<file path="src/hw/rtl/lhc_pkg.sv">
`default_nettype none
// ----------------------------------------------------------------------------
// LLC header classifier package
// Payload types, field codes and the SAP and unnumbered-command decoders.
// ----------------------------------------------------------------------------
package lhc_pkg;

	localparam int unsigned HdrBytes = 17;
	localparam int unsigned LastByte = 17;
	localparam logic [15:0] MaxLengthReset = 16'd1500;

	// Protocol codes of a service access point.
	localparam logic [3:0] PROTO_SNA     = 4'd0;
	localparam logic [3:0] PROTO_IP      = 4'd1;
	localparam logic [3:0] PROTO_3COM    = 4'd2;
	localparam logic [3:0] PROTO_SNAP    = 4'd3;
	localparam logic [3:0] PROTO_BANYAN  = 4'd4;
	localparam logic [3:0] PROTO_NOVELL  = 4'd5;
	localparam logic [3:0] PROTO_LANMGR  = 4'd6;
	localparam logic [3:0] PROTO_STP     = 4'd7;
	localparam logic [3:0] PROTO_NETBIOS = 4'd8;
	localparam logic [3:0] PROTO_UNKNOWN = 4'd9;

	// Frame kinds.
	localparam logic [2:0] KIND_INFO = 3'd0;
	localparam logic [2:0] KIND_RR   = 3'd1;
	localparam logic [2:0] KIND_U    = 3'd5;

	// Unnumbered command and response codes.
	localparam logic [4:0] UC_UA    = 5'd0;
	localparam logic [4:0] UC_DM    = 5'd1;
	localparam logic [4:0] UC_RD    = 5'd2;
	localparam logic [4:0] UC_RIM   = 5'd3;
	localparam logic [4:0] UC_FRMR  = 5'd4;
	localparam logic [4:0] UC_SNRM  = 5'd5;
	localparam logic [4:0] UC_SNRME = 5'd6;
	localparam logic [4:0] UC_SARM  = 5'd7;
	localparam logic [4:0] UC_SARME = 5'd8;
	localparam logic [4:0] UC_SABM  = 5'd9;
	localparam logic [4:0] UC_SABME = 5'd10;
	localparam logic [4:0] UC_SIM   = 5'd11;
	localparam logic [4:0] UC_DISC  = 5'd12;
	localparam logic [4:0] UC_UP    = 5'd13;
	localparam logic [4:0] UC_RSET  = 5'd14;
	localparam logic [4:0] UC_UI    = 5'd15;
	localparam logic [4:0] UC_XID   = 5'd16;
	localparam logic [4:0] UC_TEST  = 5'd17;
	localparam logic [4:0] UC_NONE  = 5'd18;

	localparam logic [7:0] SapMask  = 8'hFE;
	localparam logic [7:0] UCtlMask = 8'hEC;

	typedef struct packed {
		logic [7:0] data_byte;
		logic       frame_start;
	} in_item_t;

	typedef struct packed {
		logic [47:0] dest_mac;
		logic [47:0] src_mac;
		logic [15:0] length_field;
		logic        dsap_group;
		logic [3:0]  dsap_protocol;
		logic        ssap_response;
		logic [3:0]  ssap_protocol;
		logic [2:0]  frame_kind;
		logic [6:0]  send_seq;
		logic [6:0]  recv_seq;
		logic        poll_final;
		logic [4:0]  unnumbered_code;
	} out_item_t;

	// Raw header of one accepted frame, as handed from front to back.
	typedef struct packed {
		logic [47:0] dest_mac;
		logic [47:0] src_mac;
		logic [15:0] length_field;
		logic [7:0]  dsap;
		logic [7:0]  ssap;
		logic [7:0]  ctrl;
		logic [7:0]  ctrl_ext;
	} hdr_t;

	function automatic logic [3:0] sap_protocol(input logic [7:0] sap);
		logic [3:0] code;
		unique case (sap & SapMask)
			8'h04:   code = PROTO_SNA;
			8'h06:   code = PROTO_IP;
			8'h80:   code = PROTO_3COM;
			8'hAA:   code = PROTO_SNAP;
			8'hBC:   code = PROTO_BANYAN;
			8'hE0:   code = PROTO_NOVELL;
			8'hFA:   code = PROTO_LANMGR;
			8'h42:   code = PROTO_STP;
			8'hF0:   code = PROTO_NETBIOS;
			default: code = PROTO_UNKNOWN;
		endcase
		return code;
	endfunction

	function automatic logic [4:0] u_code(input logic [7:0] ctrl, input logic pf,
			input logic resp);
		logic [7:0] m;
		logic [4:0] code;
		m = ctrl & UCtlMask;
		code = UC_NONE;
		if (pf && resp) begin
			unique case (m)
				8'h60:   code = UC_UA;
				8'h0C:   code = UC_DM;
				8'h40:   code = UC_RD;
				8'h04:   code = UC_RIM;
				8'h84:   code = UC_FRMR;
				default: code = UC_NONE;
			endcase
		end else if (pf) begin
			unique case (m)
				8'h80:   code = UC_SNRM;
				8'hCC:   code = UC_SNRME;
				8'h0C:   code = UC_SARM;
				8'h4C:   code = UC_SARME;
				8'h2C:   code = UC_SABM;
				8'h6C:   code = UC_SABME;
				8'h04:   code = UC_SIM;
				8'h40:   code = UC_DISC;
				8'h20:   code = UC_UP;
				8'h8C:   code = UC_RSET;
				default: code = UC_NONE;
			endcase
		end else begin
			unique case (m)
				8'h00:   code = UC_UI;
				8'hAC:   code = UC_XID;
				8'hE0:   code = UC_TEST;
				default: code = UC_NONE;
			endcase
		end
		return code;
	endfunction

endpackage
`default_nettype wire

</file>
<file path="src/hw/rtl/lhc_front.sv">
`default_nettype none
// ----------------------------------------------------------------------------
// LLC header classifier front end
// Collects header bytes, applies the length filter and queues raw headers.
// ----------------------------------------------------------------------------
module lhc_front (
	input  wire logic             clk,
	input  wire logic             arst_n,
	input  wire logic             accept,
	input  wire lhc_pkg::in_item_t item,
	input  wire logic             cfg_we,
	input  wire logic [15:0]      cfg_data,
	output logic                  hdr_push,
	output lhc_pkg::hdr_t         hdr_data
);
	import lhc_pkg::*;

	logic [15:0] max_length_q;
	logic [4:0]  byte_offset_q;
	logic        frame_active_q;
	logic [7:0]  hdr_q [HdrBytes];

	logic        eff_active;
	logic [4:0]  eff_offset;
	logic        storing;
	logic        at_last;
	logic [15:0] len;

	// A start marker restarts collection at byte 0 whatever came before.
	assign eff_active = item.frame_start | frame_active_q;
	assign eff_offset = item.frame_start ? 5'd0 : byte_offset_q;
	assign storing    = accept && eff_active && (eff_offset < 5'(HdrBytes));
	assign at_last    = accept && eff_active && (eff_offset == 5'(LastByte));
	assign len        = {hdr_q[12], hdr_q[13]};

	assign hdr_push = at_last && (len <= max_length_q);
	assign hdr_data = '{
		dest_mac:     {hdr_q[0], hdr_q[1], hdr_q[2], hdr_q[3], hdr_q[4], hdr_q[5]},
		src_mac:      {hdr_q[6], hdr_q[7], hdr_q[8], hdr_q[9], hdr_q[10], hdr_q[11]},
		length_field: len,
		dsap:         hdr_q[14],
		ssap:         hdr_q[15],
		ctrl:         hdr_q[16],
		ctrl_ext:     item.data_byte
	};

	always_ff @(posedge clk or negedge arst_n) begin
		if (!arst_n) begin
			max_length_q   <= MaxLengthReset;
			byte_offset_q  <= '0;
			frame_active_q <= 1'b0;
		end else begin
			if (cfg_we) begin
				max_length_q <= cfg_data;
			end
			if (storing) begin
				byte_offset_q  <= eff_offset + 5'd1;
				frame_active_q <= 1'b1;
			end else if (at_last) begin
				byte_offset_q  <= '0;
				frame_active_q <= 1'b0;
			end
		end
	end

	always_ff @(posedge clk) begin
		if (storing) begin
			hdr_q[eff_offset] <= item.data_byte;
		end
	end

endmodule
`default_nettype wire

</file>
<file path="src/hw/rtl/lhc_hdr_fifo.sv">
`default_nettype none
// ----------------------------------------------------------------------------
// LLC header classifier header queue
// Short register queue that decouples the front end from the decoder.
// ----------------------------------------------------------------------------
module lhc_hdr_fifo #(
	parameter int unsigned DEPTH = 2
) (
	input  wire logic          clk,
	input  wire logic          arst_n,
	input  wire logic          wr_en,
	input  wire lhc_pkg::hdr_t wr_data,
	output logic               full,
	input  wire logic          rd_en,
	output logic               rd_valid,
	output lhc_pkg::hdr_t      rd_data
);
	import lhc_pkg::*;

	localparam int unsigned PtrW = (DEPTH > 1) ? $clog2(DEPTH) : 1;
	localparam int unsigned CntW = $clog2(DEPTH + 1);
	localparam logic [PtrW-1:0] LastPtr = PtrW'(DEPTH - 1);

	hdr_t            mem_q [DEPTH];
	logic [PtrW-1:0] wr_ptr_q;
	logic [PtrW-1:0] rd_ptr_q;
	logic [CntW-1:0] count_q;

	assign full     = (count_q == CntW'(DEPTH));
	assign rd_valid = (count_q != '0);
	assign rd_data  = mem_q[rd_ptr_q];

	always_ff @(posedge clk or negedge arst_n) begin
		if (!arst_n) begin
			wr_ptr_q <= '0;
			rd_ptr_q <= '0;
			count_q  <= '0;
		end else begin
			if (wr_en) begin
				wr_ptr_q <= (wr_ptr_q == LastPtr) ? '0 : wr_ptr_q + PtrW'(1);
			end
			if (rd_en) begin
				rd_ptr_q <= (rd_ptr_q == LastPtr) ? '0 : rd_ptr_q + PtrW'(1);
			end
			if (wr_en && !rd_en) begin
				count_q <= count_q + CntW'(1);
			end else if (rd_en && !wr_en) begin
				count_q <= count_q - CntW'(1);
			end
		end
	end

	always_ff @(posedge clk) begin
		if (wr_en) begin
			mem_q[wr_ptr_q] <= wr_data;
		end
	end

	a_count_bound: assert property (@(posedge clk) disable iff (!arst_n)
		count_q <= CntW'(DEPTH))
		else $error("header queue count exceeds its depth");

	a_no_overflow: assert property (@(posedge clk) disable iff (!arst_n)
		!(wr_en && full))
		else $error("header queue written while full");

	a_no_underflow: assert property (@(posedge clk) disable iff (!arst_n)
		rd_en |-> rd_valid)
		else $error("header queue read while empty");

	a_count_up: assert property (@(posedge clk) disable iff (!arst_n)
		wr_en && !rd_en |=> count_q == $past(count_q) + CntW'(1))
		else $error("header queue count did not advance on a write");

endmodule
`default_nettype wire

</file>
<file path="src/hw/rtl/lhc_back.sv">
`default_nettype none
// ----------------------------------------------------------------------------
// LLC header classifier back end
// Decodes a queued raw header into a result and holds it until popped.
// ----------------------------------------------------------------------------
module lhc_back (
	input  wire logic          clk,
	input  wire logic          arst_n,
	input  wire logic          hdr_valid,
	input  wire lhc_pkg::hdr_t hdr,
	output logic               hdr_pop,
	input  wire logic          pop,
	output logic               empty,
	output lhc_pkg::out_item_t result
);
	import lhc_pkg::*;

	logic      out_valid_q;
	out_item_t result_q;
	out_item_t dec;
	logic      load;

	always_comb begin
		dec = '{
			dest_mac:        hdr.dest_mac,
			src_mac:         hdr.src_mac,
			length_field:    hdr.length_field,
			dsap_group:      hdr.dsap[0],
			dsap_protocol:   sap_protocol(hdr.dsap),
			ssap_response:   hdr.ssap[0],
			ssap_protocol:   sap_protocol(hdr.ssap),
			frame_kind:      KIND_INFO,
			send_seq:        '0,
			recv_seq:        hdr.ctrl_ext[7:1],
			poll_final:      hdr.ctrl_ext[0],
			unnumbered_code: UC_NONE
		};
		if (hdr.ctrl[1:0] == 2'b11) begin
			dec.frame_kind      = KIND_U;
			dec.recv_seq        = '0;
			dec.poll_final      = hdr.ctrl[4];
			dec.unnumbered_code = u_code(hdr.ctrl, hdr.ctrl[4], hdr.ssap[0]);
		end else if (!hdr.ctrl[0]) begin
			dec.send_seq = hdr.ctrl[7:1];
		end else begin
			// Supervisory kinds follow RR in the order of the two function bits.
			dec.frame_kind = KIND_RR + {1'b0, hdr.ctrl[3:2]};
		end
	end

	// The output register refills in the same cycle its transaction completes.
	assign load    = hdr_valid && (!out_valid_q || pop);
	assign hdr_pop = load;
	assign empty   = !out_valid_q;
	assign result  = result_q;

	always_ff @(posedge clk or negedge arst_n) begin
		if (!arst_n) begin
			out_valid_q <= 1'b0;
		end else if (load) begin
			out_valid_q <= 1'b1;
		end else if (pop) begin
			out_valid_q <= 1'b0;
		end
	end

	always_ff @(posedge clk) begin
		if (load) begin
			result_q <= dec;
		end
	end

endmodule
`default_nettype wire

</file>
<file path="src/hw/rtl/llc_header_classifier_core.sv">
// A result passes from the transaction of frame byte 17 through the header queue and then the
// output register, where it can be popped.
// Throughput: one frame byte per cycle while not stalled; at most one result per frame of 18 or
// more bytes. The input stalls only when the header queue between the front end and the decoder
// is full.
// Reset clears the queues and the frame state and sets max_length to 1500.
`default_nettype none
// ----------------------------------------------------------------------------
// LLC header classifier
// Decodes the 802.3 MAC header and 802.2 LLC header of a byte stream.
// ----------------------------------------------------------------------------
module llc_header_classifier_core #(
	parameter int unsigned QUEUE_DEPTH = 2
) (
	input  wire logic               clk,
	input  wire logic               arst_n,
	input  wire logic               push,
	output logic                    full,
	input  wire lhc_pkg::in_item_t  item,
	output logic                    empty,
	input  wire logic               pop,
	output lhc_pkg::out_item_t      result,
	input  wire logic               cfg_valid,
	output logic                    cfg_ready,
	input  wire logic [15:0]        cfg_data
);
	import lhc_pkg::*;

	logic accept;
	logic hdr_push;
	hdr_t hdr_wr;
	logic hdr_pop;
	logic hdr_valid;
	hdr_t hdr_rd;

	assign accept    = push && !full;
	assign cfg_ready = 1'b1;

	lhc_front u_front (
		.clk      (clk),
		.arst_n   (arst_n),
		.accept   (accept),
		.item     (item),
		.cfg_we   (cfg_valid && cfg_ready),
		.cfg_data (cfg_data),
		.hdr_push (hdr_push),
		.hdr_data (hdr_wr)
	);

	lhc_hdr_fifo #(
		.DEPTH (QUEUE_DEPTH)
	) u_fifo (
		.clk      (clk),
		.arst_n   (arst_n),
		.wr_en    (hdr_push),
		.wr_data  (hdr_wr),
		.full     (full),
		.rd_en    (hdr_pop),
		.rd_valid (hdr_valid),
		.rd_data  (hdr_rd)
	);

	lhc_back u_back (
		.clk       (clk),
		.arst_n    (arst_n),
		.hdr_valid (hdr_valid),
		.hdr       (hdr_rd),
		.hdr_pop   (hdr_pop),
		.pop       (pop),
		.empty     (empty),
		.result    (result)
	);

endmodule
`default_nettype wire
</file>
<file path="config.mk">
export PLATFORM = sky130hd
export DESIGN_NAME = llc_header_classifier_core
export DESIGN_NICKNAME = d
export VERILOG_FILES = /design/src/hw/rtl/lhc_pkg.sv /design/src/hw/rtl/lhc_front.sv /design/src/hw/rtl/lhc_hdr_fifo.sv /design/src/hw/rtl/lhc_back.sv /design/src/hw/rtl/llc_header_classifier_core.sv
export SDC_FILE = /design/constraint.sdc
export NUM_CORES = 1
export LEC_CHECK = 0
export ABC_AREA = 0
export BUFFER_PORTS_ARGS = -buffer_cell sky130_fd_sc_hd__buf_4
export CORE_MARGIN = 10
export CORE_UTILIZATION = 40
export CTS_BUF_LIST = sky130_fd_sc_hd__clkbuf_8
export DETAILED_ROUTE_END_ITERATION = 10
export PLACE_DENSITY = 0.56
export SLEW_MARGIN = 20
export SYNTH_ARGS = -nofsm -noshare
export SYNTH_HDL_FRONTEND = slang
export SYNTH_HIERARCHICAL = 1
export SYNTH_SLANG_ARGS = --single-unit
</file>
<file path="constraint.sdc">
create_clock -name clk -period 12.17 [get_ports clk]
set_input_delay 1.217 -clock clk [delete_from_list [all_inputs] [get_ports clk]]
set_output_delay 1.217 -clock clk [all_outputs]
set_load 0.03 [all_outputs]
</file>
### Word level (Yosys, flattened, before mapping)

Memories as Yosys holds them, arrays and structs flattened.
Index checks and enable logic that the tools add are counted.

* memories kept: 2
* RAM bits: 424
* logic and storage cells: 112
* bits in latches: 0
* memory bits (read-only): 0
* output and inout port bits: 148
* register bits after elaboration: 172
* bits of input ports: 30

Memories
* u_fifo.mem_q: words 2, width 144, read ports 1, clocked after memory_dff 0, wr ports 1, RTL line lhc_hdr_fifo.sv:24 `hdr_t mem_q [DEPTH];`
* u_front.hdr_q: words 17, width 8, read ports 17, clocked after memory_dff 0, wr ports 1, RTL line lhc_front.sv:21 `logic [7:0] hdr_q [HdrBytes];`

* shift-type cells: 0
* magnitude comparators: 2
* div/mod/pow operators: 0
* add/subtract/negate cells: 6
* eq/ne operators: 35
* bitwise gates (word level): 2
* multiply operators: 0
* reductions and logical operators: 21
* mux-type cells: 24

Operators with widths (number)
* == test 7 bit, second input constant: 12
* case mux 4 bit (9 select lines): 2
* case mux 5 bit (10 select lines): 1
* == test 5 bit, second input constant: 7
* == test 7 x 2 -> 1 bit, second input constant: 4
* 2-to-1 mux 5 bit: 5
* case mux 5 bit (5 select lines): 1
* == test 5 x 4 -> 1 bit, second input constant: 4
* <= comparator 16 bit: 1
* case mux 5 bit (3 select lines): 1
* == test 7 x 6 -> 1 bit, second input constant: 2
* == test 5 x 3 -> 1 bit, second input constant: 2
* 2-to-1 mux 1 bit: 10
* logical AND 1 bit: 9
* zero test 8 bit: 1
* nonzero test 2 bit: 4
* 2-to-1 mux 6 bit: 1
* adder 5 x 1 -> 5 bit, second input constant: 1
* == test 5 x 1 -> 1 bit, second input constant: 1
* == test 5 x 2 -> 1 bit, second input constant: 1
* < comparator 5 bit, second input constant: 1
* == test 2 bit, second input constant: 2
* zero test 1 bit: 4
* 2-to-1 mux 2 bit: 2
* other kinds (9): 11

### Logic depth before layout (Yosys ltp)

Gate-level depths: netlist of run 1.

* word-level depth: 10
* mapped depth: 12
* mapped depth without buffers: 11

### Cells and area by module

The synthesis of run 1 kept the hierarchy.

By module, submodules not included
* lhc_hdr_fifo: area each 10770.3 um^2, times used 1, cells each 464, sequential area each 8748.4 um^2
* lhc_front: area each 5696.7 um^2, times used 1, cells each 323, sequential area each 4643.2 um^2
* lhc_back: area each 5347.6 um^2, times used 1, cells each 294, sequential area each 4379.2 um^2
* llc_header_classifier_core: area each 25.0 um^2, times used 1, cells each 3, sequential area each 0.0 um^2

### Worst setup path before layout of run 1

Ideal clock, no wire load.

* path kind: input port to flip-flop
* from: in item[0] (netlist bit)
* to: mem u_fifo/mem_q[0][0] (netlist bit) (enable)
* required time: 11503 ps
* arrival time: 9322 ps
* path slack: 2182 ps
* library setup time: 667 ps
* cell stages on the path: 9
* path buffers: 1
* cell sequence: buf_6 -> nand2b_1 -> inv_1 -> ha_1 -> inv_1 -> or4b_4 -> a311o_1 -> o31ai_2 -> nor2b_1

* word-level cells in the longest chain between the ends: 6
* elaborated cells on any way between the ends: 8
* classes of those cells: eq/ne: 1; mux: 3; bitwise: 1; reduce/logical: 3

RTL lines
* from (decl): RTL line llc_header_classifier_core.sv:19 `input wire lhc_pkg::in_item_t item,`
* 2-to-1 mux 5 bit or bitwise OR 1 bit (tied branches): RTL line lhc_front.sv:31, lhc_front.sv:30
* == test 5 bit or logical AND 1 bit (tied branches): RTL line lhc_front.sv:33 `assign at_last = accept && eff_active && (eff_offset == 5'(LastByte));`
* logical AND 1 bit (*): RTL line lhc_front.sv:33
* logical AND 1 bit (*): RTL line lhc_front.sv:36 `assign hdr_push = at_last && (len <= max_length_q);`
* net hdr_push: RTL line llc_header_classifier_core.sv:30 `logic hdr_push;`
* 2-to-1 mux 1 bit (*): RTL line lhc_hdr_fifo.sv:54 `if (wr_en) begin`
* 2-to-1 mux 1 bit (not written as such) (*): RTL line lhc_hdr_fifo.sv:55 `mem_q[wr_ptr_q] <= wr_data;`
* to (decl): RTL line lhc_hdr_fifo.sv:24

The timed path passes the listed nets; every way through them passes the cells marked *.

### Worst setup path after layout of run 1

* from: in item[0] (netlist bit)
* to: mem u_fifo/mem_q[0][93] (netlist bit) (enable)

Same word-level chain as after synthesis.

==> impl_metrics.env, run 1 <==
export IMPL_outcome="finished clean"
export IMPL_critical_path_startpoint_type="input pin"
export IMPL_endpoint_kind="flop"
export IMPL_p_sw_uw=1680
export IMPL_worstSetupStartpoint="item[0]"
export IMPL_place_inst=1922
export IMPL_rows=85
export IMPL_drtIter0Drc=687
export IMPL_clk_pin_slew_ns=0.06
export IMPL_antenna_found_initial=1
export IMPL_finClkSkew_ns=0.0276
export IMPL_r2r_start="u_front/byte_offset_q[0]"
export IMPL_fin_crit_ns=4.46
export IMPL_final_hold_violation_count=0
export IMPL_synth_net_count=1138
export IMPL_p_per_area_nw_per_um2=215
export IMPL_crit_type="in2reg"
export IMPL_numCtsBuffers=97
export IMPL_port_buffers=176
export IMPL_synth_area_per_cell_um2=20.1
export IMPL_timing_final_crit_share_pct=36.6
export IMPL_syn_instance_count=1084
export IMPL_layout_drive_gt1_share_pct=33.2
export IMPL_grt_max_degree=66
export IMPL_synth_top_area_share_pct=78.2
export IMPL_overflow=0
export IMPL_post_cts_hold_buffer_count=0
export IMPL_ir_drop_v=0.000157
export IMPL_fin_cells=2094
export IMPL_antenna_left=0
export IMPL_max_freq_mhz=224
export IMPL_rsz0062_at_grt="no"
export IMPL_cts_sinks=596
export IMPL_yosysWarnings=6
export IMPL_cts_htree_levels=3
export IMPL_crit_arrival_ns=4.72
export IMPL_crit_buf_inv=4
export IMPL_finish_net_count=1379
export IMPL_clockBufferDepth=3
export IMPL_vias=10200
export IMPL_drv_cap=0
export IMPL_crit_family="simple AND/OR/NAND/NOR gates"
export IMPL_tritoncts="yes"
export IMPL_hold_depth=0
export IMPL_gp_congestion=0.773
export IMPL_drc=0
export IMPL_fin_area_um2=25500
export IMPL_slew_headroom_pct=31.8
export IMPL_synth_area_um2=21800
export IMPL_synth_area_leaders="edfxtp_1, mux2_2, mux2_4"
export IMPL_intPower_uw=3800
export IMPL_crit_chain="buf_4 > nand2b_1 > inv_1 > ha_1 > inv_1 > or4b_4 > a311o_1 > o31ai_2 > nor2b_4 > buf_4"
export IMPL_initial_core_util_pct=40.5
export IMPL_grtUsageTotal_pct=13.7
export IMPL_min_path_type="reg2reg"
export IMPL_yosysSeqAreaShare_pct=81.4
export IMPL_power_frac_comb_pct=24.1
export IMPL_cp_required_ns=12.43
export IMPL_clockRootBuffer="clkbuf_8"
export IMPL_wirelength_um=44100
export IMPL_cts_resized=0
export IMPL_synth_largest_area_cell="edfxtp_1"
export IMPL_wire_per_inst_um=21.0
export IMPL_post_cts_buffers=0
export IMPL_synth_edf_count=569
export IMPL_async_flop_share_pct=4.53
export IMPL_fill_cells=4490
export IMPL_grt_pass1_wl_um=66100
export IMPL_setup_violations=0
export IMPL_min_from="u_front/hdr_q[14][3]"
export IMPL_grt_pass1_vias=10800
export IMPL_io_pins=178
export IMPL_r2r_end="u_fifo/mem_q[0][93]"
export IMPL_ys_ff_latch=596
export IMPL_crit_fanout=65
export IMPL_vias_per_cell=4.85
export IMPL_die_w_um=254
export IMPL_place_hpwl_um=26200
export IMPL_area_growth_pct=16.7
export IMPL_core_um2=53900
export IMPL_synth_distinct_cells=70
export IMPL_final_max_slew_viol_count=0
export IMPL_clk_latency_ns=0.66
export IMPL_crit_slowest_cell="buf_4"
export IMPL_p_sw_share_pct=30.7
export IMPL_hold_end="u_fifo/mem_q[1][27]"
export IMPL_p_clk_share_pct=27.1
export IMPL_dr_pass1_iters=7
export IMPL_dieArea_um2=64300
export IMPL_worst_pin_slew_ns=1.02
export IMPL_r2r_cells=9
export IMPL_finalSetupTns_ns=0
export IMPL_sequentialPowerShare_pct=48.8
export IMPL_die_height_um=254
export IMPL_synth_ff_type="edfxtp_1"
export IMPL_slowest_delay_ns=0.81
export IMPL_power_leakage_uw=0.00912
export IMPL_postLayoutCoreUtil_pct=47.3
export IMPL_power_total_uw=5480
export IMPL_placed_area_um2=23800
export IMPL_reg2reg_slack_ns=8.15
power by group through the flow:
stage	clock network, µW	registers [µW]	logic [µW]
3_5_place_dp	0	2720	1350
4_1_cts	1550	2680	1350
5_1_grt	1640	2700	1410
2_1_floorplan	0	3030	578
3_3_place_gp	0	2720	1340
6_report	1490	2670	1320
metal layers:
| metal | vias to the layer above | track usage, % | part of all wire (%) |
|---|---|---|---|
| met1 | 5109 | 17.2 | 43 |
| met3 | 57 | 3.50 | 5.7 |
| met5 | - | 0 | 0 |
| li1 | 4692 | - | - |
| met4 | 0 | 5.58 | 2.0 |
| met2 | 296 | 22.2 | 49 |
worst reg2reg max path, delay by kind of cell (launching register included):
kind	cells	cell delay, ns
simple gates	3	1.30
buf+inv	3	0.98
flops	1	0.39
compound gates	2	0.65
fa+ha+maj	1	0.24
registers in the layout, summed over array words and instances (netlist names):
signal / cells
u_fifo/mem_q: 288
u_back/result: 145
u_front/hdr_q: 136
u_front/max_length_q: 16
u_front/byte_offset_q: 5
u_fifo/count_q: 2
u_back/out_valid_q: 1
u_fifo/rd_ptr_q: 1
u_fifo/wr_ptr_q: 1
u_front/frame_active_q: 1
synth_stat cells, types with 3 or more instances:
cell and instances:
a211o_1 4, and4_1 3, ha_1 24, mux2_4 51, nor4b_1 4, clkbuf_1 8
inv_1 27, nor3_1 7, dfstp_2 7, and3_1 17, nand3_1 8, nor3b_1 3
a21o_1 4, and3b_1 4, buf_6 10, mux2_2 95, o21ai_1 3, nand4_1 3
nand2_1 35, xor2_1 5, nor2b_1 11, o21ai_0 23, edfxtp_1 569, buf_4 9
buf_2 14, a21oi_1 16, nand2b_1 9, nor4_1 5, a22o_1 3, and2_1 10
dfrtp_1 20, nor2_1 25
layout by cell type, fill, tap and decap left out, types with 8 or more instances in the layout:
cell type / synthesis / routed
a21oi_1: 16 / 16
and2_1: 10 / 8
and3_1: 17 / 17
buf_4: 9 / 185
clkbuf_8: 0 / 100
clkinv_1: 0 / 24
dfrtp_1: 20 / 19
edfxtp_1: 569 / 569
ha_1: 24 / 24
inv_1: 27 / 66
mux2_2: 95 / 95
mux2_4: 51 / 51
nand2_1: 35 / 35
nand2b_1: 9 / 9
nand3_1: 8 / 8
nor2_1: 25 / 25
nor2b_1: 11 / 10
o21ai_0: 23 / 23
how the worst max path moves through the flow:
stage                           endpoint  slack (ns)  cells after the start
floorplan             u_fifo/mem_q[0][0]        2.18                      9
global placement    u_fifo/mem_q[0][108]        7.14                     10
detailed placement  u_fifo/mem_q[0][108]        7.04                     10
CTS                 u_fifo/mem_q[0][119]        7.77                     10
global route         u_fifo/mem_q[0][93]        7.48                     10
finish               u_fifo/mem_q[0][93]        7.71                     10
final cells by class:
cell class / instances / area (µm²) / share of cell area, %
tap: 696 / 871 / 3.42
timing repair buffer: 185 / 1390 / 5.45
clock buffer: 100 / 1380 / 5.40
clock inverter: 70 / 279 / 1.09
sequential: 596 / 17800 / 69.7
antenna: 2 / 5.00 / 0.0196
inverter: 27 / 101 / 0.398
multi-input combinational: 418 / 3700 / 14.5
through the flow:
stage / hold slack, ns / worst slack [ns]
floorplan: 0.421 / 2.18
global placement: 0.421 / 7.14
detailed placement: 0.429 / 7.04
CTS: 0.416 / 7.77
global route: 0.433 / 7.48
finish: 0.423 / 7.71
cells by family after synthesis:
family	count (synthesis)	share of synthesized area [%]
flops	596	81.4
other cells	1	0.0172
fa+ha+maj	25	1.42
xor+xnor	7	0.281
mux	148	8.50
buf+inv	70	1.79
compound gates	79	2.45
simple gates	158	4.17
No activity file was read; power rests on OpenSTA's default activity.
==> run 2: changes to the inputs <==
--- a/config.mk
+++ b/config.mk
@@ -11,7 +11,7 @@
 export CORE_UTILIZATION = 40
 export CTS_BUF_LIST = sky130_fd_sc_hd__clkbuf_8
 export DETAILED_ROUTE_END_ITERATION = 10
-export PLACE_DENSITY = 0.56
+export PLACE_DENSITY = 0.58
 export SLEW_MARGIN = 20
 export SYNTH_ARGS = -nofsm -noshare
 export SYNTH_HDL_FRONTEND = slang
==> constraint.sdc (replaced) <==
create_clock -name clk -period 3.65 [get_ports clk]
set_input_delay 0.365 -clock clk [delete_from_list [all_inputs] [get_ports clk]]
set_output_delay 0.365 -clock clk [all_outputs]
set_load 0.03 [all_outputs]
==> impl_metrics.env, run 2 (synthesis gave the netlist of run 1 again) <==
export IMPL_min_path_type="in2reg"
export IMPL_dieArea_um2=64300
export IMPL_outcome="finished clean"
export IMPL_overflow=0
export IMPL_slew_headroom_pct=40.8
export IMPL_power_leakage_uw=0.00935
export IMPL_worst_pin_slew_ns=0.887
export IMPL_clockBufferDepth=3
export IMPL_postLayoutCoreUtil_pct=48.4
export IMPL_placed_area_um2=24100
export IMPL_clk_latency_ns=0.66
export IMPL_power_total_uw=18600
export IMPL_dpl_worst_slack_ns=0.387
export IMPL_cts_sinks=596
export IMPL_use_met1_pct=16.3
export IMPL_multi_input_area_um2=3730
export IMPL_hold_end="u_front/max_length_q[4]"
export IMPL_crit_slowest_cell="dlygate4sd3_1"
export IMPL_die_w_um=254
export IMPL_drtIter0Drc=716
export IMPL_final_max_slew_viol_count=0
export IMPL_drv_cap=0
export IMPL_wirelength_um=43000
export IMPL_timing_final_crit_share_pct=87.8
export IMPL_top_register="u_fifo/mem_q"
export IMPL_fin_area_um2=26100
export IMPL_io_pins=178
export IMPL_antenna_found_initial=2
export IMPL_gp_congestion=0.756
export IMPL_p_per_area_nw_per_um2=712
export IMPL_finClkSkew_ns=0.0167
export IMPL_dr_pass1_iters=4
export IMPL_final_common_cell="edfxtp_1"
export IMPL_grt_most_used_layer="met2"
export IMPL_vias_per_cell=4.80
export IMPL_slowest_delay_ns=0.56
export IMPL_numCtsBuffers=97
export IMPL_crit_type="in2reg"
export IMPL_worstSetupStartpoint="item[0]"
export IMPL_grtUsageTotal_pct=13.3
export IMPL_crit_chain="dlygate4sd3_1 > buf_4 > nand2b_1 > ha_4 > inv_2 > or4b_4 > a311o_1 > o31ai_4 > nor2b_4 > buf_12"
export IMPL_final_hold_violation_count=0
export IMPL_clockRootBuffer="clkbuf_8"
export IMPL_crit_fanout=72
export IMPL_clk_pin_slew_ns=0.06
export IMPL_globalRouteMet3Util_pct=3.26
export IMPL_tritoncts="yes"
export IMPL_grt_pass1_vias=10800
export IMPL_core_um2=53900
export IMPL_critical_path_startpoint_type="input pin"
export IMPL_wire_per_inst_um=20.2
export IMPL_r2r_end="u_fifo/mem_q[0][20]"
export IMPL_fill_cells=4414
export IMPL_drc=0
export IMPL_die_height_um=254
export IMPL_cts_htree_levels=3
export IMPL_ir_drop_v=0.000537
export IMPL_seqCellArea_um2=17800
export IMPL_final_cell_mix="edfxtp_1, buf_4, clkbuf_8"
export IMPL_rsz0062_at_grt="no"
export IMPL_fin_crit_ns=3.21
export IMPL_whs_ns=0.0732
export IMPL_rows=85
export IMPL_port_buffers=176
export IMPL_fin_ws_ns=0.444
export IMPL_largest_reg_flops=288
export IMPL_met2_usage_pct=22.4
export IMPL_antenna_left=0
export IMPL_r2r_cells=8
export IMPL_grt_pass1_wl_um=64800
export IMPL_max_freq_mhz=312
export IMPL_reg2reg_slack_ns=0.51
export IMPL_cp_required_ns=3.93
export IMPL_initial_core_util_pct=40.5
export IMPL_area_growth_pct=19.4
export IMPL_hold_depth=3
export IMPL_vias=10200
export IMPL_place_hpwl_um=25800
export IMPL_r2r_start="u_fifo/count_q[1]"
export IMPL_setup_violations=0
export IMPL_crit_arrival_ns=3.49
export IMPL_grt_max_degree=140
export IMPL_layout_drive_gt1_share_pct=34.3
export IMPL_min_from="cfg_valid"
export IMPL_endpoint_kind="flop"
export IMPL_finish_net_count=1415
## run 2: cell count changes in the layout (fill, tap and decap cells not counted), moves of 3 or more
cell,previous run,this run
dlygate4sd3_1,0,23
buf_12,0,10
inv_1,66,57
clkinv_2,4,10
buf_4,185,188
bufinv_16,0,3
## run 2: layer usage
metal / up-vias / routed length (µm) / share of wire [%]
met2: 257 / 21600 / 50
met5: - / 0 / 0
met1: 5140 / 18200 / 42
li1: 4781 / - / -
met3: 56 / 2280 / 5.3
met4: 0 / 902 / 2.1
## run 2: timing repair
action	CTS	global route
buffers inserted	0	0
hold endpoints to repair	45	0
gates resized for setup	0	0
hold buffers	23	0
## run 2: power breakdown
group          switching, µW  internal [µW]  leakage (µW)
Combinational           2780           1720       0.00281
Sequential               359           8490       0.00552
Clock                   2460           2760       0.00102
## run 2: through the flow
stage                     setup TNS [ns]  std cells
after floorplan                  -230.56       1084
after global placement                 0       1935
after detailed placement               0       1935
after CTS                              0       2130
after global routing                   0       2131
final                                  0       2131
## run 2: worst max-delay path, delay by kind of cell
| family | cells | cell delay (ns) |
|---|---|---|
| buffers and inverters | 4 | 1.11 |
| and+or+nand+nor | 3 | 0.99 |
| AOI/OAI and AO/OA | 2 | 0.69 |
| adders and majority gates | 1 | 0.19 |
## run 2: how the worst max path moves through the flow
stage / to / slack (ns) / cells after the start
after global placement: u_fifo/mem_q[1][41] / 0.46 / 9
after CTS: u_fifo/mem_q[1][57] / 0.51 / 8
after floorplan: u_fifo/mem_q[0][0] / -1.0 / 9
after global routing: u_fifo/mem_q[0][96] / 0.34 / 10
final: u_fifo/mem_q[0][20] / 0.44 / 10
after detailed placement: u_fifo/mem_q[1][70] / 0.39 / 9
## run 2: cell type report
type | instances | area share, %
Tap cell | 696 | 3.34
Inverter | 27 | 0.388
Multi-Input combinational cell | 418 | 14.3
Clock buffer | 101 | 5.33
Sequential cell | 596 | 68.1
Clock inverter | 71 | 1.43
Timing Repair Buffer | 221 | 7.06
Antenna cell | 1 | 0.00959
==> run 3: changes to the inputs <==
--- a/config.mk
+++ b/config.mk
@@ -12,6 +12,7 @@
 export CTS_BUF_LIST = sky130_fd_sc_hd__clkbuf_8
 export DETAILED_ROUTE_END_ITERATION = 10
 export PLACE_DENSITY = 0.58
+export REMOVE_ABC_BUFFERS = 1
 export SLEW_MARGIN = 20
 export SYNTH_ARGS = -nofsm -noshare
 export SYNTH_HDL_FRONTEND = slang
==> impl_metrics.env, run 3 (synthesis gave the netlist of run 1 again) <==
export IMPL_layout_drive_gt1_share_pct=34.0
export IMPL_clockBufferDepth=3
export IMPL_setup_violations=0
export IMPL_finClkSkew_ns=0.0246
export IMPL_crit_fanout=79
export IMPL_drc=0
export IMPL_multi_input_area_um2=3700
export IMPL_worst_pin_slew_ns=1.10
export IMPL_gp_congestion=0.753
export IMPL_clk_latency_ns=0.65
export IMPL_dieArea_um2=64300
export IMPL_clockRootBuffer="clkbuf_8"
export IMPL_rsz0062_at_grt="no"
export IMPL_r2r_cells=9
export IMPL_antenna_left=0
export IMPL_initial_core_util_pct=40.5
export IMPL_slew_headroom_pct=26.6
export IMPL_fin_crit_ns=3.31
export IMPL_r2r_end="u_fifo/mem_q[0][101]"
export IMPL_drtIter0Drc=637
export IMPL_tritoncts="yes"
export IMPL_reg2reg_slack_ns=0.50
export IMPL_placed_area_um2=23900
export IMPL_critical_path_startpoint_type="input pin"
export IMPL_p_per_area_nw_per_um2=722
export IMPL_fin_area_um2=25900
export IMPL_crit_type="in2reg"
export IMPL_cp_required_ns=3.94
export IMPL_grt_pass1_vias=10700
export IMPL_final_cell_mix="edfxtp_1, buf_4, clkbuf_8"
export IMPL_vias_per_cell=4.81
export IMPL_final_hold_violation_count=0
export IMPL_fill_cells=4429
export IMPL_grt_pass1_wl_um=64500
export IMPL_cts_resized=0
export IMPL_largest_reg_flops=288
export IMPL_min_path_type="in2reg"
export IMPL_place_hpwl_um=25700
export IMPL_final_max_slew_viol_count=0
export IMPL_hold_depth=3
export IMPL_cts_htree_levels=3
export IMPL_die_height_um=254
export IMPL_drv_cap=0
export IMPL_finish_net_count=1396
export IMPL_die_w_um=254
export IMPL_vias=10200
export IMPL_postLayoutCoreUtil_pct=48.1
export IMPL_grt_max_degree=80
export IMPL_overflow=0
export IMPL_top_register="u_fifo/mem_q"
export IMPL_area_growth_pct=18.8
export IMPL_timing_final_crit_share_pct=90.6
export IMPL_wirelength_um=42600
export IMPL_max_freq_mhz=302
export IMPL_wire_per_inst_um=20.2
export IMPL_seqCellArea_um2=17800
export IMPL_port_buffers=176
export IMPL_antenna_found_initial=3
export IMPL_r2r_start="u_front/byte_offset_q[0]"
export IMPL_hold_end="u_front/max_length_q[10]"
export IMPL_min_from="cfg_valid"
export IMPL_final_common_cell="edfxtp_1"
export IMPL_grtUsageTotal_pct=13.2
export IMPL_dr_pass1_iters=4
export IMPL_rows=85
export IMPL_outcome="finished clean"
export IMPL_core_um2=53900
export IMPL_power_leakage_uw=0.00928
export IMPL_crit_arrival_ns=3.59
export IMPL_endpoint_kind="flop"
export IMPL_post_cts_buffers=0
export IMPL_clk_pin_slew_ns=0.06
export IMPL_cts_sinks=596
export IMPL_io_pins=178
export IMPL_ir_drop_v=0.000666
export IMPL_numCtsBuffers=92
## run 3: final cells by class
type	instances	area share, %
clock inverter	65	1.57
multi-input combinational	418	14.2
sequential	596	68.5
inverter	27	0.391
antenna	2	0.0193
tap	696	3.36
timing repair buffer	207	6.46
clock buffer	103	5.46
## run 3: metal layers
layer | vias up | GRT usage, % | wire length, µm
met5 | - | 0 | 0
met4 | 0 | 4.70 | 738
met3 | 52 | 3.07 | 2120
met2 | 261 | 22.1 | 21400
met1 | 5130 | 16.7 | 18400
li1 | 4735 | - | -
## run 3: metrics by stage
step	TNS, ns	total power [µW]	setup WS, ns	std cells	hold WS (ns)
5_1_grt	0	19600	0.240	2114	0.0687
3_5_place_dp	0	13500	0.300	1925	0.322
3_3_place_gp	0	13500	0.292	1925	0.315
4_1_cts	0	19000	0.411	2112	0.0161
6_report	0	18700	0.343	2114	0.0796
2_1_floorplan	-1357.32	12100	-5.38	1041	0.0694
## run 3: power by group
part           switching (µW)  leakage, µW  total (µW)  internal [µW]
Sequential                332      0.00552        8810           8480
Combinational            2800      0.00273        4520           1730
Clock                    2450      0.00103        5390           2940
## run 3: worst max-delay path by stage
stage,startpoint,end,slack (ns)
3_5_place_dp,item[0],u_fifo/mem_q[0][113],0.30
4_1_cts,item[0],u_fifo/mem_q[0][112],0.41
2_1_floorplan,u_fifo/count_q[1],u_fifo/mem_q[0][0],-5.38
5_1_grt,item[0],u_fifo/mem_q[0][55],0.24
6_report,item[0],u_fifo/mem_q[0][101],0.34
3_3_place_gp,item[0],u_fifo/mem_q[0][84],0.29
## run 3: what timing repair did
item                       4_1_cts  5_1_grt
hold endpoints to repair        45        0
hold buffers                    19        0
setup endpoints to repair        0        0
## run 3: critical path, cell delays in order
cell	delay (ns)
dlygate4sd3_1	0.57
buf_4	0.19
nand2b_1	0.21
inv_1	0.10
ha_1	0.17
inv_1	0.05
or4b_4	0.56
a311o_1	0.30
o31ai_2	0.33
nor2b_4	0.29
buf_12	0.36
